<file path="src/rtl/cger_pkg.sv">
// ----------------------------------------------------------------------------
// cger_pkg
// types and constants of the camera gain and exposure regulator
// ----------------------------------------------------------------------------
`default_nettype none

package cger_pkg;

  // rail proximity margin in raw Q8.8 units
  localparam int RAIL_MARGIN = 1;

  // divider layout: quotient bits and radix-2 steps per pipeline stage
  localparam int QBITS      = 18;
  localparam int DIV_STEPS  = 3;
  localparam int DIV_STAGES = QBITS / DIV_STEPS;

  // accept edge to the edge that takes the result
  localparam int LATENCY = DIV_STAGES + 6;

  // configuration port widths
  localparam int CFG_IDX_W  = 4;
  localparam int CFG_DATA_W = 20;

  // register indexes
  localparam logic [CFG_IDX_W-1:0] REG_TARGET_LEVEL     = 4'd0;
  localparam logic [CFG_IDX_W-1:0] REG_RAIL_LOW         = 4'd1;
  localparam logic [CFG_IDX_W-1:0] REG_RAIL_HIGH        = 4'd2;
  localparam logic [CFG_IDX_W-1:0] REG_GAIN_FLOOR       = 4'd3;
  localparam logic [CFG_IDX_W-1:0] REG_GAIN_CEILING     = 4'd4;
  localparam logic [CFG_IDX_W-1:0] REG_EXPOSURE_FLOOR   = 4'd5;
  localparam logic [CFG_IDX_W-1:0] REG_EXPOSURE_CEILING = 4'd6;
  localparam logic [CFG_IDX_W-1:0] REG_SPEED_FACTOR     = 4'd7;

  // register reset values
  localparam logic [15:0] RST_TARGET_LEVEL     = 16'd32768;
  localparam logic [15:0] RST_RAIL_LOW         = 16'd0;
  localparam logic [15:0] RST_RAIL_HIGH        = 16'd65280;
  localparam logic [15:0] RST_GAIN_FLOOR       = 16'd256;
  localparam logic [15:0] RST_GAIN_CEILING     = 16'd2720;
  localparam logic [19:0] RST_EXPOSURE_FLOOR   = 20'd37;
  localparam logic [19:0] RST_EXPOSURE_CEILING = 20'd4839;
  localparam logic [16:0] RST_SPEED_FACTOR     = 17'd62259;

  // fixed-point constants
  localparam logic [16:0] ONE_Q16     = 17'd65536;
  localparam logic [17:0] ONE_Q16_W   = 18'd65536;
  localparam logic [17:0] QUARTER_Q16 = 18'd16384;
  localparam logic [17:0] DEV_POS_MAX = 18'd131071;
  localparam logic [17:0] DEV_NEG_MAX = 18'd131072;

  // action codes
  localparam logic [2:0] ACT_NONE      = 3'd0;
  localparam logic [2:0] ACT_EXP_UP    = 3'd1;
  localparam logic [2:0] ACT_GAIN_UP   = 3'd2;
  localparam logic [2:0] ACT_GAIN_DOWN = 3'd3;
  localparam logic [2:0] ACT_EXP_DOWN  = 3'd4;

  typedef struct packed {
    logic [15:0] signal_level;
    logic [15:0] gain_now;
    logic [19:0] exposure_now;
  } cger_in_t;

  typedef struct packed {
    logic [15:0] gain_next;
    logic [19:0] exposure_next;
    logic [2:0]  action_taken;
  } cger_out_t;

endpackage

`default_nettype wire

</file>
<file path="src/rtl/camera_gain_exposure_regulator.sv">
// ----------------------------------------------------------------------------
// camera_gain_exposure_regulator
// auto exposure and gain step: deviation divider, damping, scale and clamp
// ----------------------------------------------------------------------------
// pipeline: an accepted request passes the divider stages, then the saturation,
//   damping, decision, scale and result registers, which raise its result strobe
// throughput: one request per cycle, set by the pipelined radix-2 divider
// reset: synchronous, active low; clears valid bits and loads register defaults
// busy is high only while reset is held; the result side never stalls
`default_nettype none

module camera_gain_exposure_regulator (
  input  wire logic                            clk,
  input  wire logic                            rst_n,
  input  wire logic                            start,
  output logic                                 busy,
  input  wire cger_pkg::cger_in_t              in_req,
  output logic                                 out_strobe,
  output cger_pkg::cger_out_t                  out_result,
  input  wire logic                            cfg_valid,
  output logic                                 cfg_ready,
  input  wire logic [cger_pkg::CFG_IDX_W-1:0]  cfg_index,
  input  wire logic [cger_pkg::CFG_DATA_W-1:0] cfg_data
);

  localparam int QB = cger_pkg::QBITS;
  localparam int NS = cger_pkg::DIV_STAGES;
  localparam int ST = cger_pkg::DIV_STEPS;

  // divider pipeline word
  typedef struct packed {
    logic          vld;
    logic          neg;
    logic          ovf;
    logic          rail;
    logic [15:0]   gain;
    logic [19:0]   expo;
    logic [1:0]    dlo;
    logic [15:0]   rem;
    logic [QB-1:0] q;
  } div_t;

  typedef struct packed {
    logic        vld;
    logic        neg;
    logic [17:0] mag;
    logic [16:0] onems;
    logic [15:0] gain;
    logic [19:0] expo;
  } sat_t;

  typedef struct packed {
    logic        vld;
    logic        neg;
    logic [17:0] dmag;
    logic [15:0] gain;
    logic [19:0] expo;
  } dmp_t;

  typedef struct packed {
    logic        vld;
    logic [2:0]  act;
    logic        cpos;
    logic [17:0] cmag;
    logic [19:0] opnd;
    logic [15:0] gain;
    logic [19:0] expo;
  } dec_t;

  typedef struct packed {
    logic        vld;
    logic [2:0]  act;
    logic [21:0] scaled;
    logic [15:0] gain;
    logic [19:0] expo;
  } mul_t;

  // configuration registers
  logic [15:0] target_r, rail_lo_r, rail_hi_r, gfloor_r, gceil_r;
  logic [19:0] efloor_r, eceil_r;
  logic [16:0] speed_r;
  logic [16:0] sp_r, sp2_r, sp3_r;
  logic [15:0] t_eff;

  logic accept;

  div_t div_r [0:NS];
  div_t div_nxt;
  sat_t sat_r, sat_nxt;
  dmp_t dmp_r, dmp_nxt;
  dec_t dec_r, dec_nxt;
  mul_t mul_r, mul_nxt;
  cger_pkg::cger_out_t out_r, out_nxt;
  logic strobe_r;

  assign busy      = ~rst_n;
  assign cfg_ready = 1'b1;
  assign accept    = start & ~busy;
  assign t_eff     = (target_r == 16'd0) ? 16'd1 : target_r;

  // configuration writes
  always_ff @(posedge clk) begin
    if (!rst_n) begin
      target_r  <= cger_pkg::RST_TARGET_LEVEL;
      rail_lo_r <= cger_pkg::RST_RAIL_LOW;
      rail_hi_r <= cger_pkg::RST_RAIL_HIGH;
      gfloor_r  <= cger_pkg::RST_GAIN_FLOOR;
      gceil_r   <= cger_pkg::RST_GAIN_CEILING;
      efloor_r  <= cger_pkg::RST_EXPOSURE_FLOOR;
      eceil_r   <= cger_pkg::RST_EXPOSURE_CEILING;
      speed_r   <= cger_pkg::RST_SPEED_FACTOR;
    end else if (cfg_valid && cfg_ready) begin
      case (cfg_index)
        cger_pkg::REG_TARGET_LEVEL:     target_r  <= cfg_data[15:0];
        cger_pkg::REG_RAIL_LOW:         rail_lo_r <= cfg_data[15:0];
        cger_pkg::REG_RAIL_HIGH:        rail_hi_r <= cfg_data[15:0];
        cger_pkg::REG_GAIN_FLOOR:       gfloor_r  <= cfg_data[15:0];
        cger_pkg::REG_GAIN_CEILING:     gceil_r   <= cfg_data[15:0];
        cger_pkg::REG_EXPOSURE_FLOOR:   efloor_r  <= cfg_data[19:0];
        cger_pkg::REG_EXPOSURE_CEILING: eceil_r   <= cfg_data[19:0];
        cger_pkg::REG_SPEED_FACTOR:     speed_r   <= cfg_data[16:0];
        default: ;
      endcase
    end
  end

  // speed powers: speed clamped to one, then its square and cube, one multiply each
  logic [33:0] sq_prod, cube_prod;
  assign sq_prod   = 34'(sp_r) * 34'(sp_r);
  assign cube_prod = 34'(sp2_r) * 34'(sp_r);

  always_ff @(posedge clk) begin
    sp_r  <= (speed_r > cger_pkg::ONE_Q16) ? cger_pkg::ONE_Q16 : speed_r;
    sp2_r <= sq_prod[32:16];
    sp3_r <= cube_prod[32:16];
  end

  // entry stage: deviation magnitude, sign, overflow and rail proximity
  always_comb begin
    logic [15:0] s, d, dlo_diff, dhi_diff;
    s = in_req.signal_level;
    div_nxt.vld  = accept;
    div_nxt.neg  = s > t_eff;
    d            = div_nxt.neg ? (s - t_eff) : (t_eff - s);
    div_nxt.ovf  = {2'b00, d} >= {t_eff, 2'b00};
    dlo_diff     = (s >= rail_lo_r) ? (s - rail_lo_r) : (rail_lo_r - s);
    dhi_diff     = (s >= rail_hi_r) ? (s - rail_hi_r) : (rail_hi_r - s);
    div_nxt.rail = ({1'b0, dlo_diff} <= 17'(cger_pkg::RAIL_MARGIN)) ||
                   ({1'b0, dhi_diff} <= 17'(cger_pkg::RAIL_MARGIN));
    div_nxt.gain = in_req.gain_now;
    div_nxt.expo = in_req.exposure_now;
    div_nxt.dlo  = d[1:0];
    div_nxt.rem  = {2'b00, d[15:2]};
    div_nxt.q    = '0;
  end

  always_ff @(posedge clk) begin
    if (!rst_n) begin
      div_r[0].vld <= 1'b0;
    end else begin
      div_r[0] <= div_nxt;
    end
  end

  // restoring divider, DIV_STEPS quotient bits per stage
  for (genvar i = 0; i < NS; i++) begin : g_div
    div_t stage_nxt;

    always_comb begin
      logic [16:0] trial;
      logic        shift_in;
      stage_nxt = div_r[i];
      for (int k = 0; k < ST; k++) begin
        if ((i * ST + k) == 0) begin
          shift_in = div_r[i].dlo[1];
        end else if ((i * ST + k) == 1) begin
          shift_in = div_r[i].dlo[0];
        end else begin
          shift_in = 1'b0;
        end
        trial = {stage_nxt.rem, shift_in};
        if (trial >= {1'b0, t_eff}) begin
          stage_nxt.rem = 16'(trial - {1'b0, t_eff});
          stage_nxt.q   = {stage_nxt.q[QB-2:0], 1'b1};
        end else begin
          stage_nxt.rem = trial[15:0];
          stage_nxt.q   = {stage_nxt.q[QB-2:0], 1'b0};
        end
      end
    end

    always_ff @(posedge clk) begin
      if (!rst_n) begin
        div_r[i+1].vld <= 1'b0;
      end else begin
        div_r[i+1] <= stage_nxt;
      end
    end
  end

  // saturate deviation and pick the speed
  always_comb begin
    div_t        dv;
    logic [16:0] speed;
    dv = div_r[NS];
    sat_nxt.vld  = dv.vld;
    sat_nxt.neg  = dv.neg;
    sat_nxt.gain = dv.gain;
    sat_nxt.expo = dv.expo;
    if (dv.neg) begin
      sat_nxt.mag = (dv.ovf || dv.q > cger_pkg::DEV_NEG_MAX) ? cger_pkg::DEV_NEG_MAX : dv.q;
    end else begin
      sat_nxt.mag = (dv.ovf || dv.q > cger_pkg::DEV_POS_MAX) ? cger_pkg::DEV_POS_MAX : dv.q;
    end
    if (sat_nxt.mag < cger_pkg::QUARTER_Q16) begin
      speed = sp2_r;
    end else if (dv.rail) begin
      speed = sp3_r;
    end else begin
      speed = sp_r;
    end
    sat_nxt.onems = cger_pkg::ONE_Q16 - speed;
  end

  // damping multiply
  logic [34:0] damp_prod;
  assign damp_prod = 35'(sat_r.mag) * 35'(sat_r.onems);

  always_comb begin
    dmp_nxt.vld  = sat_r.vld;
    dmp_nxt.neg  = sat_r.neg;
    dmp_nxt.dmag = damp_prod[33:16];
    dmp_nxt.gain = sat_r.gain;
    dmp_nxt.expo = sat_r.expo;
  end

  // decide action and correction factor
  always_comb begin
    dec_nxt.vld  = dmp_r.vld;
    dec_nxt.gain = dmp_r.gain;
    dec_nxt.expo = dmp_r.expo;
    dec_nxt.act  = cger_pkg::ACT_NONE;
    dec_nxt.cpos = 1'b0;
    dec_nxt.cmag = '0;
    dec_nxt.opnd = dmp_r.expo;
    if (dmp_r.dmag != 18'd0) begin
      if (!dmp_r.neg) begin
        dec_nxt.cpos = 1'b1;
        dec_nxt.cmag = cger_pkg::ONE_Q16_W + dmp_r.dmag;
        if (dmp_r.expo < eceil_r) begin
          dec_nxt.act  = cger_pkg::ACT_EXP_UP;
          dec_nxt.opnd = dmp_r.expo;
        end else begin
          dec_nxt.act  = cger_pkg::ACT_GAIN_UP;
          dec_nxt.opnd = {4'b0000, dmp_r.gain};
        end
      end else begin
        dec_nxt.cpos = dmp_r.dmag < cger_pkg::ONE_Q16_W;
        dec_nxt.cmag = cger_pkg::ONE_Q16_W - dmp_r.dmag;
        if (dmp_r.gain > gfloor_r) begin
          dec_nxt.act  = cger_pkg::ACT_GAIN_DOWN;
          dec_nxt.opnd = {4'b0000, dmp_r.gain};
        end else begin
          dec_nxt.act  = cger_pkg::ACT_EXP_DOWN;
          dec_nxt.opnd = dmp_r.expo;
        end
      end
    end
  end

  // scale multiply
  logic [37:0] scale_prod;
  assign scale_prod = 38'(dec_r.opnd) * 38'(dec_r.cmag);

  always_comb begin
    mul_nxt.vld    = dec_r.vld;
    mul_nxt.act    = dec_r.act;
    mul_nxt.gain   = dec_r.gain;
    mul_nxt.expo   = dec_r.expo;
    mul_nxt.scaled = dec_r.cpos ? scale_prod[37:16] : 22'd0;
  end

  // clamp, floor first then ceiling
  always_comb begin
    logic [21:0] lo, hi, r1, r2;
    if (mul_r.act == cger_pkg::ACT_EXP_UP || mul_r.act == cger_pkg::ACT_EXP_DOWN) begin
      lo = {2'b00, efloor_r};
      hi = {2'b00, eceil_r};
    end else begin
      lo = {6'd0, gfloor_r};
      hi = {6'd0, gceil_r};
    end
    r1 = (mul_r.scaled < lo) ? lo : mul_r.scaled;
    r2 = (r1 > hi) ? hi : r1;
    out_nxt.gain_next     = mul_r.gain;
    out_nxt.exposure_next = mul_r.expo;
    out_nxt.action_taken  = mul_r.act;
    case (mul_r.act)
      cger_pkg::ACT_EXP_UP, cger_pkg::ACT_EXP_DOWN:   out_nxt.exposure_next = r2[19:0];
      cger_pkg::ACT_GAIN_UP, cger_pkg::ACT_GAIN_DOWN: out_nxt.gain_next     = r2[15:0];
      default: ;
    endcase
  end

  // back-end pipeline registers
  always_ff @(posedge clk) begin
    if (!rst_n) begin
      sat_r.vld <= 1'b0;
      dmp_r.vld <= 1'b0;
      dec_r.vld <= 1'b0;
      mul_r.vld <= 1'b0;
      strobe_r  <= 1'b0;
    end else begin
      sat_r    <= sat_nxt;
      dmp_r    <= dmp_nxt;
      dec_r    <= dec_nxt;
      mul_r    <= mul_nxt;
      strobe_r <= mul_r.vld;
    end
  end

  // result register
  always_ff @(posedge clk) begin
    out_r <= out_nxt;
  end

  assign out_strobe = strobe_r;
  assign out_result = out_r;

endmodule

`default_nettype wire

</file>
<file path="config.mk">
export PLATFORM = sky130hd
export DESIGN_NAME = camera_gain_exposure_regulator
export DESIGN_NICKNAME = d
export VERILOG_FILES = /design/src/rtl/cger_pkg.sv /design/src/rtl/camera_gain_exposure_regulator.sv
export SDC_FILE = /design/constraint.sdc
export NUM_CORES = 2
export LEC_CHECK = 0
export BUFFER_PORTS_ARGS = -buffer_cell sky130_fd_sc_hd__buf_2
export CORE_MARGIN = 1.5
export CORE_UTILIZATION = 54
export CTS_CLUSTER_SIZE = 8
export DETAILED_ROUTE_END_ITERATION = 7
export PLACE_DENSITY = 0.75
export SYNTH_ARGS = -nofsm -noshare
export SYNTH_HDL_FRONTEND = slang
export SYNTH_SLANG_ARGS = --single-unit
</file>
<file path="constraint.sdc">
create_clock -name clk -period 8.2 [get_ports clk]
set_input_delay 0.41 -clock clk [delete_from_list [all_inputs] [get_ports clk]]
set_output_delay 0.41 -clock clk [all_outputs]
set_load 0.01 [all_outputs]
</file>
After elaboration in Yosys (flattened, before gate mapping) --
Memories as Yosys holds them, arrays and structs flattened. Cells that the tools add are included.
Storage, ports and cells: register bits after elaboration 498, bits of input ports 80, word-level logic and storage cells 188, RAM bits 532, output and inout port bits 42, memories 1
Memories:
- div_r | depth 7, width 76, read ports 7, clocked after memory_dff 0, wr ports 7, RTL line camera_gain_exposure_regulator.sv:87 | div_t div_r [0:NS];
Operators by class: multiplexer cells 48, $mul 4, equal/unequal tests 11, $lt $le $gt $ge 33, $add $sub $neg 27, bitwise operators 9, reductions and logical operators 17
Operators by type and width (count):
- 2-to-1 mux 34 bit | 18
- subtractor 16 bit | 24
- >= comparator 17 x 16 -> 1 bit | 18
- 2-to-1 mux 20 bit | 7
- 2-to-1 mux 16 bit | 5
- multiplier 17 x 17 -> 33 bit | 2
- 2-to-1 mux 18 bit | 3
- 2-to-1 mux 42 bit | 1
- multiplier 20 x 18 -> 38 bit | 1
- multiplier 18 x 17 -> 34 bit | 1
- 2-to-1 mux 17 bit | 2
- >= comparator 16 bit | 2
- > comparator 16 bit | 2
- <= comparator 16 x 1 -> 1 bit, second input constant | 2
- > comparator 22 x 20 -> 1 bit | 1
- < comparator 22 bit | 1
- 2-to-1 mux 22 bit | 1
- < comparator 20 bit | 1
- adder 17 x 18 -> 18 bit, first input constant | 1
- >= comparator 16 x 18 -> 1 bit | 1
- > comparator 18 x 17 -> 1 bit, second input constant | 1
- > comparator 18 bit, second input constant | 1
- < comparator 18 x 15 -> 1 bit, second input constant | 1
- < comparator 18 x 17 -> 1 bit, second input constant | 1
- other kinds (21) | 51

Logic depth before layout (Yosys ltp) --
depth after elaboration 8, mapped depth 42, mapped depth without buffers 36

Least setup slack after synthesis --
No wires, ideal clock.
path type register -> register, from reg target_r[10], to mem div_r[1][26] (netlist bit) (data pin), buffers on the path 8, library setup time 0.260 ns, stages on the path, launching flop included 42, clock period less this slack 8.817 ns, arrival time 8.557 ns, required time 7.940 ns, setup slack -0.617 ns, path through dfxtp_1 -> nor4_2 -> nand4_1 -> buf_6 -> o21ai_4 -> clkbuf_1 -> ha_1 -> nor2b_1 -> o21a_1 -> o21a_1 -> o211ai_1 -> a21o_1 -> a31oi_1 -> buf_2 -> buf_1 -> mux2_2 -> inv_1 -> ha_1 -> (+6 left out) -> nand2b_1 -> nor2b_1 -> clkbuf_1 -> buf_1 -> mux2_2 -> ha_1 -> inv_1 -> o21ai_0 -> a2111oi_0 -> a21oi_1 -> a31oi_1 -> nor3_1 -> nor3_1 -> o21ai_0 -> a31o_2 -> buf_2 -> buf_2 -> mux2_2
RTL lines:
- from (decl) | RTL line camera_gain_exposure_regulator.sv:79 | logic [15:0] target_r, rail_lo_r, rail_hi_r, gfloor_r, gceil_r;
- from (signal assigned) | RTL line camera_gain_exposure_regulator.sv:104 | target_r <= cger_pkg::RST_TARGET_LEVEL;
- from (signal assigned) | RTL line camera_gain_exposure_regulator.sv:114 | cger_pkg::REG_TARGET_LEVEL: target_r <= cfg_data[15:0];
- to (decl) | RTL line camera_gain_exposure_regulator.sv:87

==> parameters.txt <==
Parameter                              Value

Synth
  Syn Std Cell Area    91000 um^2
  Dominant synthesized flop cell    edfxtp_1
  Most common cell in the synthesized netlist    inv_1
  Fraction of synthesized cell area taken by the top area cell type    23.0%
  Count of flip-flops with a built-in enable after synthesis    698
  Post-synthesis sequential area ratio    28.3%
  Proportion of register bits with asynchronous set or reset after synthesis    0%
  Warnings, synthesis    0
  Average instance area after synthesis    9.69 um^2
  Number of instances in the synthesized netlist    9394
  Ranking of synthesized cells by instance count    inv_1 (1378), nand2_1 (1319), fa_1 (947), ha_1 (881), edfxtp_1 (698)
  Largest area contributor in the netlist    edfxtp_1
  Net count after synthesis    11300
  Register bit total from synthesis    937
  Largest cells by area after synthesis    edfxtp_1 (23%), fa_1 (21%), ha_1 (12%), inv_1 (5.7%), nand2_1 (5.4%)
  Number of distinct library cell variants in the gate-level netlist after synthesis    113

Floorplan
  Overall die area    171000 um^2
  Vertical die dimension    414 um
  # IOs    122
  Chip width    414 um
  Floorplan core area    167000 um^2
  Std-Cell Rows    150
  Initial Utilization    54.4%

Worst setup path
  Worst-case register-to-register setup slack    0.23 ns
  Class of the most critical setup path    reg2reg
  Worst r2r src    target_r[8]
  Reg-to-reg endpoint    div_r[4][22]
  Logic depth of the worst register-to-register path    33
  Maximum single-stage delay on the critical path    0.42 ns
  Highest fanout seen on the critical path    9
  Sort of element at the end of the critical path    flip-flop
  Req. time, crit path    8.69 ns
  Kind of start point of the critical path    flip-flop
  Crit path arrival time    8.47 ns
  Cell with the biggest individual delay on the critical path    o41a_1

Placement
  Number of buffer cells added on primary ports    120
  Half-perimeter wire length of the detailed placement result    192000 um
  Placer's final routability congestion estimate    0.978

Clock tree
  Clock tree buffer depth    3
  Clock root buffer master    clkbuf_16
  CTS HTree Levels    4
  Clock tree from TritonCTS    built
  Total clock sinks    937
  Clock insertion delay at the later pin of the skew report    0.79 ns
  Inserted Clock Buffers    138
  Clock slew seen by the registers of the worst setup and hold paths    0.05 ns

Drt
  Number of routed nets with antenna violations    0
  Total via count in the routed design    69800
  Initial detailed-routing violation count    5852
  Count of unresolved DRC violations after routing    0
  Wl on met1    102000 um
  Detailed Route WL    257000 um
  Per-cell routed wire length    21.7 um
  Uppermost metal layer occupied by signal nets    met4
  Met2 wire length    122000 um
  Sum of met3 wire segment lengths after detailed routing    19900 um
  Via density per instance    5.90
  Initial DRT Pass Iterations    8

Global routing
  Via count of the first global-routing pass    71700
  Initial antenna violation count    8
  Wire length of the first global-routing pass    403000 um
  GRT Util Overall    30.4%
  Pin count of the biggest net entering global routing    214
  GRT Residual Overflow    0

Timing
  Slew at the pin closest to its max-slew limit    1.28 ns
  Clock Skew    0.0652 ns
  Final max-slew violation count    0
  Timing-limited maximum frequency    0.125 GHz
  Final setup violation count    0
  Setup repair after global routing missed its margin    yes
  Final hold violation count    0
  Shortest clock period the worst path allows after layout    7.97 ns
  Hold WS    0.0706 ns
  Final-layout setup total negative slack    0 ns
  Headroom to the max-slew limit    14.4%
  Final clock period utilization by the worst path    97.2%

Hold path
  Hold Crit Depth    3
  Path type of the worst min-delay path    in2reg
  Start point of the worst hold path    cfg_data[3]
  Hold endpoint    rail_hi_r[3]

Final layout
  Growth of design area from synthesis to finish    9.70%
  Share of layout cells above drive strength 1    8.56%
  Total number of nets in the final design    11500

Flow run
  Max Cap Violations    0

Outcome
  Status    completed
==> logic make-up (layout without fill, tap and decap cells) <==
logic type / Yosys count / after routing / share of synthesized area [%]
AOI/OAI and AO/OA: 1455 / 1457 / 10.6
muxes: 263 / 264 / 3.19
xor gates and xnor gates: 331 / 331 / 3.19
adders and majority gates: 1828 / 1828 / 32.9
DFF: 937 / 937 / 28.3
and+or+nand+nor: 2772 / 2772 / 14.3
buffers and inverters: 1807 / 2040 / 7.56
other: 1 / 6 / 0.00412
==> worst max-delay path: cells and delay by family (launching register included) <==
family,cells,cell delay [ns]
XOR/XNOR,1,0.15
flip-flops,1,0.36
AO/OA/AOI/OAI,11,2.25
buffers and inverters,5,0.97
multiplexers,4,1.48
adder cells (fa/ha/maj),3,0.90
AND/OR/NAND/NOR,9,1.62
==> through the flow <==
step	setup slack, ns	std cells	instance area (um^2)	util [%]
2_1_floorplan	0.0615	9394	91000	-
3_3_place_gp	0.0888	11500	94800	56.7
3_5_place_dp	-0.132	11500	94800	56.7
4_1_cts	0.0581	11800	99400	59.4
5_1_grt	-0.158	11800	99800	59.7
6_report	0.226	11800	99800	59.7
==> per-layer routing <==
metal	vias up	global-route usage, %
li1	31600	-
met1	34400	39.1
met2	3116	50.5
met3	736	4.63
met4	0	13.6
met5	-	0
==> layout make-up <==
cell class	count	area (um^2)
Fill cell	13700	67400
Multi-Input combinational cell	6653	58700
Timing Repair Buffer	435	3250
Inverter	1386	5220
Clock inverter	22	470
Sequential cell	937	25700
Tap cell	2204	2760
Clock buffer	197	3670
Antenna cell	5	12.5
==> placed cells by master, fill, tap and decap left out, types with 25 or more instances in the layout <==
master / n
nor2b_1: 85
clkbuf_16: 138
and2_1: 368
inv_1: 1375
xnor2_1: 207
o31a_1: 28
mux2_2: 128
o21a_1: 85
o211ai_1: 49
nor2_1: 364
nand2b_1: 55
o31ai_1: 25
o21ai_0: 238
or2_2: 28
a21boi_0: 37
nand3_1: 127
or3_1: 43
o21bai_1: 35
nand4_1: 75
buf_2: 119
a21o_1: 176
fa_1: 947
edfxtp_1: 698
nor4_1: 31
xor2_1: 124
a21oi_1: 435
clkbuf_1: 59
a31oi_1: 38
dlygate4sd3_1: 42
nand2_1: 1319
o221ai_1: 31
and3_1: 49
buf_4: 258
ha_1: 879
dfxtp_1: 236
a211oi_1: 37
mux2i_1: 105
nor3_1: 143
==> sequential cells by signal (all words and copies together) (netlist names), 19 cells and up <==
name,flops
div_r,439
eceil_r,20
dmp_r,19
dec_r,79
dmp_nxt,38
dec_nxt,37
efloor_r,20
mul_r,62
out_result,39
sat_r,35
==> how the worst max path moves through the flow <==
| stage | start | endpoint | depth (start not counted) |
|---|---|---|---|
| 5_1_grt | target_r[8] | div_r[2][22] | 39 |
| 3_5_place_dp | target_r[3] | div_r[4][23] | 32 |
| 6_report | target_r[8] | div_r[4][22] | 33 |
| 3_3_place_gp | target_r[3] | div_r[4][22] | 32 |
| 2_1_floorplan | target_r[10] | div_r[1][26] | 41 |
| 4_1_cts | target_r[10] | div_r[1][22] | 35 |
==> what timing repair did <==
item                                   in CTS  in global routing
setup endpoints to repair                  13                 82
pin swaps                                   0                 14
hold buffers                               42                  0
endpoints found under the hold margin      49                  0
resized for setup                           5                 50
cloned                                      1                  2
setup buffers                               0                 23
Power is not shown: default switching activity piles up to over one toggle a cycle in this logic, so the estimate is an artifact.
